**config.mk**
```make
export PLATFORM = sky130hd
export DESIGN_NAME = finder_pattern_row_scanner
export DESIGN_NICKNAME = d
export VERILOG_FILES = /design/src/sv/fprs_pkg.sv /design/src/sv/finder_pattern_row_scanner.sv
export SDC_FILE = /design/constraint.sdc
export NUM_CORES = 1
export LEC_CHECK = 0
export BUFFER_PORTS_ARGS = -buffer_cell sky130_fd_sc_hd__buf_2
export CAP_MARGIN = 20
export CORE_MARGIN = 4
export CORE_UTILIZATION = 40
export CTS_BUF_LIST = sky130_fd_sc_hd__clkbuf_4
export DETAILED_ROUTE_END_ITERATION = 16
export HOLD_SLACK_MARGIN = 0.03
export PLACE_DENSITY_LB_ADDON = 0.12
export SYNTH_ARGS = -nofsm -noshare
export SYNTH_HDL_FRONTEND = slang
export SYNTH_SLANG_ARGS = --single-unit
```
**constraint.sdc**
```tcl
create_clock -name i_clk -period 36.5 [get_ports i_clk]
set_input_delay 9.125 -clock i_clk [delete_from_list [all_inputs] [get_ports i_clk]]
set_output_delay 9.125 -clock i_clk [all_outputs]
set_load 0.01 [all_outputs]
```
**src/sv/fprs_pkg.sv**
```systemverilog
// Shared types, constants and helpers for the finder pattern row scanner.
// No dependencies.
`default_nettype none

package fprs_pkg;

    localparam int RUN_W     = 12;
    localparam int N_RUNS    = 5;
    localparam int M_TDATA_W = 88;

    typedef logic [RUN_W-1:0]             t_run;
    typedef logic [N_RUNS-1:0][RUN_W-1:0] t_runs;
    typedef logic [2:0]                   t_phase;

    localparam t_run   RUN_MAX = 12'hFFF;

    localparam t_phase PHASE_WHITE_RIGHT = 3'd3;
    localparam t_phase PHASE_LAST        = 3'd4;

    localparam logic CFG_ROW_STEP        = 1'b0;
    localparam logic CFG_BLACK_THRESHOLD = 1'b1;

    localparam logic [3:0] ROW_STEP_RST        = 4'd3;
    localparam logic [7:0] BLACK_THRESHOLD_RST = 8'd128;

    // floor(x/7) = (x * RECIP7) >> RECIP7_SHIFT, exact for x below 43690
    localparam logic [15:0] RECIP7       = 16'd37450;
    localparam int          RECIP7_SHIFT = 18;
    localparam logic [14:0] MIN_TOTAL    = 15'd7;

    function automatic logic absdiff_lt(input logic [13:0] a, input logic [13:0] b,
                                        input logic [13:0] lim);
        logic [13:0] d;
        d = (a > b) ? (a - b) : (b - a);
        return d < lim;
    endfunction

endpackage

`default_nettype wire

```
**src/sv/finder_pattern_row_scanner.sv**
```systemverilog
// Finder pattern row scanner: thresholds a raster pixel stream and reports
// 1:1:3:1:1 black/white run profiles. Depends on fprs_pkg.
//
// Usage:
//   Slave stream s_axis_*: one grey pixel per transfer, tdata[7:0] = pixel,
//   tuser[0] = row_start, tuser[1] = frame_start.
//   Master stream m_axis_*: one transfer per passing pattern; tdata holds
//   row_index, end_column and the five run lengths, 12 bits each.
//   Config port i_cfg_*: index 0 row_step, index 1 black_threshold; write
//   only while the stream is idle.
// Throughput: one pixel per clock while s_axis_tready is high. The run state
// and the ratio check are evaluated combinationally from the state registers
// and the accepted pixel; the divide by seven is a constant reciprocal multiply.
// Output: a hit is registered into the output register, or into the skid
// buffer while the output is stalled, when the ending white pixel is transferred.
// Stall: an output register plus a one-entry skid buffer; s_axis_tready
// drops only when both are full.
// Reset (synchronous, active low): runs, counters and both output entries
// clear; row_step returns to 3 and black_threshold to 128.
`default_nettype none

module finder_pattern_row_scanner #(
    parameter int MAX_WIDTH  = 4096,
    parameter int MAX_HEIGHT = 4096
) (
    input  wire logic                           i_clk,
    input  wire logic                           i_rst_n,
    input  wire logic                           s_axis_tvalid,
    output logic                                s_axis_tready,
    input  wire logic [7:0]                     s_axis_tdata,  // pixel
    input  wire logic [1:0]                     s_axis_tuser,  // row_start, frame_start
    output logic                                m_axis_tvalid,
    input  wire logic                           m_axis_tready,
    // row_index, end_column, run_outer_black_left, run_white_left,
    // run_center_black, run_white_right, run_outer_black_right, 4 bits zero
    output logic [fprs_pkg::M_TDATA_W-1:0]      m_axis_tdata,
    input  wire logic                           i_cfg_we,
    input  wire logic                           i_cfg_index,
    input  wire logic [7:0]                     i_cfg_data
);

    localparam int CW = $clog2(MAX_WIDTH);
    localparam int RW = $clog2(MAX_HEIGHT);
    localparam logic [CW-1:0] COL_LAST = CW'(MAX_WIDTH - 1);
    localparam logic [RW-1:0] ROW_LAST = RW'(MAX_HEIGHT - 1);

    logic [3:0]             r_row_step;
    logic [7:0]             r_black_threshold;
    fprs_pkg::t_runs        r_runs,  n_runs;
    fprs_pkg::t_phase       r_phase, n_phase;
    logic [CW-1:0]          r_col,   n_col;
    logic [RW-1:0]          r_row,   n_row;
    logic [3:0]             r_rphase, n_rphase;
    logic                   r_active, n_active;

    logic [fprs_pkg::M_TDATA_W-1:0] r_out, r_skid, n_res;
    logic                   r_out_valid, r_skid_valid;

    logic                   accept;
    logic                   out_free;
    logic                   hit;
    logic                   start;
    logic                   black;
    logic [3:0]             step;
    logic [3:0]             stepm1;
    logic [CW-1:0]          col;
    fprs_pkg::t_runs        runs_c;
    fprs_pkg::t_phase       phase_c;
    logic [CW+11:0]         col_ext;
    logic [RW+11:0]         row_ext;

    logic [14:0]            total;
    logic [14:0]            total6;
    logic [30:0]            prod;
    logic [11:0]            m;
    logic [11:0]            v;
    logic [13:0]            m3;
    logic [13:0]            v3;
    logic                   all_nonzero;
    logic                   ratio_ok;

    assign accept   = s_axis_tvalid && s_axis_tready;
    assign out_free = !r_out_valid || m_axis_tready;
    assign s_axis_tready = !r_skid_valid;
    assign m_axis_tvalid = r_out_valid;
    assign m_axis_tdata  = r_out;

    assign start = s_axis_tuser[0] || s_axis_tuser[1];
    assign black = s_axis_tdata < r_black_threshold;

    // ratio check on the stored runs; only used when no row start clears them
    assign total = 15'(r_runs[0]) + 15'(r_runs[1]) + 15'(r_runs[2])
                 + 15'(r_runs[3]) + 15'(r_runs[4]);
    assign total6 = total + 15'd6;
    assign prod   = 31'(total6) * 31'(fprs_pkg::RECIP7);
    assign m      = prod[fprs_pkg::RECIP7_SHIFT +: 12];
    assign v      = {1'b0, m[11:1]};
    assign m3     = {1'b0, m, 1'b0} + 14'(m);
    assign v3     = {1'b0, v, 1'b0} + 14'(v);
    assign all_nonzero = (r_runs[0] != '0) && (r_runs[1] != '0) && (r_runs[2] != '0)
                      && (r_runs[3] != '0) && (r_runs[4] != '0);
    assign ratio_ok = all_nonzero && (total >= fprs_pkg::MIN_TOTAL)
        && fprs_pkg::absdiff_lt(14'(m), 14'(r_runs[0]), 14'(v))
        && fprs_pkg::absdiff_lt(14'(m), 14'(r_runs[1]), 14'(v))
        && fprs_pkg::absdiff_lt(m3,     14'(r_runs[2]), v3)
        && fprs_pkg::absdiff_lt(14'(m), 14'(r_runs[3]), 14'(v))
        && fprs_pkg::absdiff_lt(14'(m), 14'(r_runs[4]), 14'(v));

    always_comb begin
        step     = (r_row_step == 4'd0) ? 4'd1 : r_row_step;
        stepm1   = step - 4'd1;
        n_row    = r_row;
        n_rphase = r_rphase;
        n_active = r_active;
        col      = r_col;
        runs_c   = r_runs;
        phase_c  = r_phase;
        if (start) begin
            if (s_axis_tuser[1]) begin
                n_row    = '0;
                n_rphase = 4'd0;
            end else begin
                if (r_row < ROW_LAST) begin
                    n_row = r_row + RW'(1);
                end
                n_rphase = (r_rphase >= stepm1) ? 4'd0 : r_rphase + 4'd1;
            end
            n_active = (n_rphase == stepm1);
            runs_c   = '0;
            phase_c  = '0;
            col      = '0;
        end
        n_col = (col < COL_LAST) ? col + CW'(1) : col;
        if (phase_c > fprs_pkg::PHASE_LAST) begin
            phase_c = fprs_pkg::PHASE_LAST;
        end

        n_runs  = runs_c;
        n_phase = phase_c;
        hit     = 1'b0;
        if (n_active) begin
            if (black || phase_c[0] || (phase_c != fprs_pkg::PHASE_LAST)) begin
                if (phase_c[0] == black) begin
                    n_phase = phase_c + 3'd1;
                end
                if (n_runs[n_phase] != fprs_pkg::RUN_MAX) begin
                    n_runs[n_phase] = n_runs[n_phase] + 12'd1;
                end
            end else if (ratio_ok) begin
                hit     = 1'b1;
                n_runs  = '0;
                n_phase = '0;
            end else begin
                n_runs  = {12'd0, 12'd1, r_runs[4], r_runs[3], r_runs[2]};
                n_phase = fprs_pkg::PHASE_WHITE_RIGHT;
            end
        end
    end

    assign col_ext = {12'd0, col};
    assign row_ext = {12'd0, n_row};
    assign n_res = {4'd0, r_runs[4], r_runs[3], r_runs[2], r_runs[1], r_runs[0],
                    col_ext[11:0], row_ext[11:0]};

    always_ff @(posedge i_clk) begin
        if (!i_rst_n) begin
            r_row_step        <= fprs_pkg::ROW_STEP_RST;
            r_black_threshold <= fprs_pkg::BLACK_THRESHOLD_RST;
        end else if (i_cfg_we) begin
            unique case (i_cfg_index)
                fprs_pkg::CFG_ROW_STEP:        r_row_step        <= i_cfg_data[3:0];
                fprs_pkg::CFG_BLACK_THRESHOLD: r_black_threshold <= i_cfg_data;
            endcase
        end
    end

    always_ff @(posedge i_clk) begin
        if (!i_rst_n) begin
            r_runs   <= '0;
            r_phase  <= '0;
            r_col    <= '0;
            r_row    <= '0;
            r_rphase <= 4'd0;
            r_active <= 1'b0;
        end else if (accept) begin
            r_runs   <= n_runs;
            r_phase  <= n_phase;
            r_col    <= n_col;
            r_row    <= n_row;
            r_rphase <= n_rphase;
            r_active <= n_active;
        end
    end

    always_ff @(posedge i_clk) begin
        if (!i_rst_n) begin
            r_out_valid  <= 1'b0;
            r_skid_valid <= 1'b0;
        end else if (out_free) begin
            r_out_valid  <= r_skid_valid || (accept && hit);
            r_skid_valid <= 1'b0;
        end else if (accept && hit) begin
            r_skid_valid <= 1'b1;
        end
    end

    always_ff @(posedge i_clk) begin
        if (out_free) begin
            r_out <= r_skid_valid ? r_skid : n_res;
        end else if (accept && hit) begin
            r_skid <= n_res;
        end
    end

endmodule

`default_nettype wire

```
Word-level counts from Yosys, hierarchy flattened
Index checks and enable logic that the tools add are counted.

cells by class
  magnitude comparators = 18
  bitwise operators = 3
  equal/unequal tests = 4
  multiply operators = 1
  $add $sub $neg = 23
  mux-type cells = 37
  reduce and logical (&&, ||, !) cells = 31

operators by type and width
  operator                                                                              number
  60-bit two-way mux                                                                    4
  12-bit by 12-bit subtractor with 13-bit output                                        8
  12-bit two-way mux                                                                    7
  84-bit two-way mux                                                                    1
  14-bit two-way mux                                                                    5
  60-bit bitwise mux                                                                    1
  12-bit nonzero test                                                                   5
  14-bit by 11-bit < comparator with 1-bit output                                       4
  12-bit greater-than comparator                                                        4
  37-bit two-way mux                                                                    1
  12-bit by 1-bit adder with 12-bit output, second input constant                       3
  12-bit binary-select mux with 3-bit select                                            1
  12-bit demux with 3-bit select                                                        1
  15-bit by 15-bit multiplier with 29-bit output, second input constant                 1
  13-bit by 12-bit adder with 14-bit output                                             2
  12-bit < comparator, second input constant                                            2
  3-bit two-way mux                                                                     7
  4-bit two-way mux                                                                     4
  14-bit by 12-bit adder with 15-bit output                                             1
  15-bit by 12-bit adder with 15-bit output                                             1
  15-bit by 3-bit adder with 15-bit output, second input constant                       1
  15-bit by 3-bit greater-or-equal comparator with 1-bit output, second input constant  1
  14-bit by 12-bit greater-than comparator with 1-bit output                            1
  14-bit by 13-bit < comparator with 1-bit output                                       1
  other kinds (25)                                                                      50

storage, ports and cells
  word-level logic and storage cells = 133
  output and inout port bits = 90
  bits in registers = 274
  bits of input ports = 24

Depth between registers and ports, before layout
  depth after elaboration = 19
  mapped depth = 72
  depth with buffers taken out = 68

Worst setup path after synthesis
OpenSTA, ideal clock, no wires.

  path kind = reg2reg
  from = register r_runs, in the netlist n_res[40]
  to = register r_skid[0] (netlist name) (enable)
  period minus slack after synthesis = 20458 ps
  required time = 35927 ps
  path buffers = 2
  arrival = 19885 ps
  library setup time = 573 ps
  cell stages (with the launch flop) = 67
  path slack = 16042 ps
  cell sequence = dfxtp_1 clkbuf_1 inv_1 fa_1 inv_1 fa_1 inv_1 fa_1 inv_1 ha_1 and3_1 a2111oi_0 xnor2_1 nand4_1 nor2_1 and2_1 nor3b_1 nand3_1 [31 not listed] nand2_1 nand2_1 a41o_1 o31ai_1 nand3_1 nor2_4 mux2i_1 xor2_1 ha_1 and3_1 a2111oi_0 a21oi_1 a31oi_1 nand4b_1 or3_1 or4_1 or4b_1 nor4_2

between the ends
  word-level cells in the longest chain between the ends = 19
  elaborated cells between the ends (all ways) = 50
  classes of those cells = 17 x add/sub; 1 x mul; 11 x order compare; 8 x mux; 13 x reduce/logical

ends and longest elaborated chain
  what                                                                                                     RTL line                           text
  start: declaration                                                                                       finder_pattern_row_scanner.sv:49   fprs_pkg::t_runs r_runs, n_runs;
  start signal: assignment                                                                                 finder_pattern_row_scanner.sv:186  r_runs <= n_runs;
  parallel branches: the longest is 13 deep, another holds 15-bit by 15-bit multiplier with 29-bit output  -
  1-bit logical AND (*)                                                                                    finder_pattern_row_scanner.sv:107  && fprs_pkg::absdiff_lt(14'(m), 14'(r_runs[4]), 14'(v));
  1-bit two-way mux (*)                                                                                    finder_pattern_row_scanner.sv:149  end else if (ratio_ok) begin
  1-bit two-way mux (*)                                                                                    finder_pattern_row_scanner.sv:142  if (black || phase_c[0] || (phase_c != fprs_pkg::PHASE_LAST)) begin
  1-bit two-way mux (*)                                                                                    finder_pattern_row_scanner.sv:141  if (n_active) begin
  1-bit logical AND (*)                                                                                    finder_pattern_row_scanner.sv:210  end else if (accept && hit) begin
  2-bit AND reduction (no source line) (*)                                                                 -
  end signal: assignment                                                                                   finder_pattern_row_scanner.sv:211  r_skid <= n_res;
  end: declaration                                                                                         finder_pattern_row_scanner.sv:56   logic [fprs_pkg::M_TDATA_W-1:0] r_out, r_skid, n_res;

Every way passes the cells marked *.
A chain may end at the register's enable or synchronous reset.

Worst setup path after layout
Same ends and word-level chain as after synthesis.

==> run summary <==
Clk network pwr share: 43.0%
Synth area leaders: edfxtp_1, ha_1, dfxtp_1
Final period util: 55.8%
CP endpoint kind: flip-flop
Syn. warnings: 0
Pint: 516 uW
Synth-to-Final Area Change: 9.97%
Total gr overflow: 0
Top-count cell post-synth: ha_1
DR pass1 iterations: 8
Layout cells sized above 1: 12.4%
Final number of max-transition violations: 0
Setup Buffers After CTS: 0
Total Wirelength: 104 mm
Fin crit period: 20360 ps
Via count: 24091
Number of remaining DRC errors: 0
RSZ-0062 raised after global routing: no
Cell area after synthesis: 25900 um^2
Initial core utilization: 40.3%
Asr flop ratio synth: 0%
Worst Max-Slew Pin Slew: 1220 ps
Status: finished, final reports clean
Comb pwr share: 10.9%
GRT Total Usage: 29.1%
CTS root buffer: clkbuf_4
Setup TNS: 0 ps
Max Clk Rate: 49.1 MHz
GP Congestion: 1.01
Sequential-to-total area share from yosys stat: 27.7%
Critical path peak fanout: 63
Final WS setup: 16140 ps
Lkg Pwr: 12.9 nW
Clk Latency, worst-skew pair: 870 ps
Worst Hold Class: flip-flop to flip-flop
Antenna Nets Post-Route: 0
Global-route wire length before repair: 153 mm
WP data required: 36910 ps
Critical path startpoint category: flip-flop
Commonest cells in the netlist: ha_1, nand2_1, inv_1
Syn Inst Count: 2934
# rows: 93
Largest net degree at the start of global routing: 79
Max_cap viols: 0
Width of the die: 262 um
Core area: 64200 um^2
Chip height: 262 um
PD cells: 24.9 nW/um^2
Sw power: 193 uW
Library cells used by synthesis: 114
# nets final: 3450
Num ports: 114
Hold Violations, Final: 0
Worst Setup Path Type: flip-flop to flip-flop
CTS Buf Count: 76
Slew margin rel.: 18.2%
Clk sinks: 274
Initial drt markers: 2544
CTS tree: done
Cell taking the most area after synthesis: edfxtp_1
Buffers on Ports: 109
Post-CTS Resized: 0
Vias/cell: 6.07
EDFF count, synth: 168
Final setup viols: 0
Register share of total power: 46.1%
Final HPWL DP: 80.7 mm
Most used DFF post-synth: edfxtp_1
Avg WL per Cell: 26.2 um
Most frequent CP cell: inv_1
Hold buffer count at CTS: 0
Clock Skews: 104 ps
Vias in the first global route: 23220
Initial antenna violation count: 7
Crit-path slowest cell: buf_4
Avg Cell Area, Syn: 8.83 um^2
Crit-path max cell delay: 800 ps
Reg clk slew, reported paths: 60 ps
Clk buf depth: 3
H-tree depth: 3
Worst VDD drop: 20.5 uV
Critical Path AT: 20770 ps
Sw frac: 27.2%
Synth Register Bits: 274
Setup WS pre-CTS: 16540 ps
Die area: 68900 um^2
Post-synth top area share: 19.5%
## critical path, delay by kind of cell, from the launching register on
kind	cells	cell delay (ps)
AOI/OAI and AO/OA	12	3630
xor gates and xnor gates	4	1080
and+or+nand+nor	20	5660
buffers and inverters	15	2830
muxes	1	310
DFF	1	590
adders and majority gates	14	5650
## kinds of logic after synthesis
| group | share of synthesized area (%) |
|---|---|
| multiplexers | 3.40 |
| flip-flops | 27.7 |
| other | 0.0145 |
| buffers and inverters | 6.09 |
| adder cells (fa/ha/maj) | 20.5 |
| AND/OR/NAND/NOR | 17.2 |
| XOR/XNOR | 4.37 |
| AO/OA/AOI/OAI | 20.7 |
## sequential cells by signal (all words and copies together), names as in the netlist, 3 cells and up
name and flops:
r_row_step 4, m_axis_tdata 84, r_row 12, r_rphase 4, r_black_threshold 8, n_res 60
r_skid 84, r_col 12, r_phase 3
## area by class of cell
class,count,area (um^2)
Antenna cell,4,10.0
Clock buffer,113,848
Clock inverter,23,171
Fill cell,6488,35700
Inverter,266,1010
Multi-Input combinational cell,2262,17200
Sequential cell,274,7170
Tap cell,855,1070
Timing Repair Buffer,171,1010
## path summary, 6_finish.rpt
kind | start | to | slack [ps] | cells after the start
setup / recovery | n_res[40] | r_skid[0] | 16140 | 66
hold / removal | r_black_threshold[7] | r_black_threshold[7] | 470 | 2
setup reg to reg | n_res[40] | r_skid[0] | 16140 | 66
hold reg to reg | r_black_threshold[7] | r_black_threshold[7] | 470 | 2
## power by group through the flow
stage	Clock, mW	Combinational, mW	Sequential, mW
3_3_place_gp	0	0.0757	0.334
6_report	0.305	0.0773	0.327
3_5_place_dp	0	0.0755	0.334
4_1_cts	0.314	0.0759	0.327
2_1_floorplan	0	0.0521	0.334
5_1_grt	0.330	0.0834	0.327
## placed cells by master (no fill, tap or decap), drive strengths merged, types with 10 or more instances in the layout
cell type,synthesis,routed
nand2,296,296
ha,294,294
inv,263,264
o21ai,222,222
buf,36,171
edfxtp,168,168
a21oi,132,132
nor2,129,129
nand3,116,116
clkbuf,99,113
dfxtp,106,106
fa,81,81
xnor2,66,66
nor3,64,64
a21o,60,60
xor2,58,58
and2,53,53
mux2i,44,44
nand4,43,43
a22o,43,43
nor2b,41,41
nor4,39,39
and3,33,33
a21boi,30,30
a211oi,30,30
o21a,29,29
a31oi,28,28
a22oi,27,27
nand2b,24,24
o31ai,22,22
clkinv,3,22
o211ai,21,21
mux2,21,21
a221oi,16,16
o21bai,14,14
a2111oi,11,11
a31o,10,10
## metrics by stage
stage,std cells,hold slack [ps],utilization [%],total power [mW],cell area [um^2]
after floorplan,2937,406,-,0.386,25900
after global placement,3827,455,42.7,0.410,27400
after detailed placement,3827,467,42.7,0.410,27400
after CTS,3963,475,44.3,0.717,28500
after global routing,3965,492,44.3,0.741,28500
final,3968,471,44.3,0.710,28500
## per-layer routing
| metal | global-route usage [%] | wire, um | vias up |
|---|---|---|---|
| met1 | 39.7 | 44600 | 11634 |
| met5 | 0 | 52 | - |
| li1 | - | - | 10969 |
| met2 | 44.6 | 45000 | 1196 |
| met4 | 11.8 | 5020 | 8 |
| met3 | 6.71 | 9420 | 284 |
No activity file was read; power rests on OpenSTA's default activity.
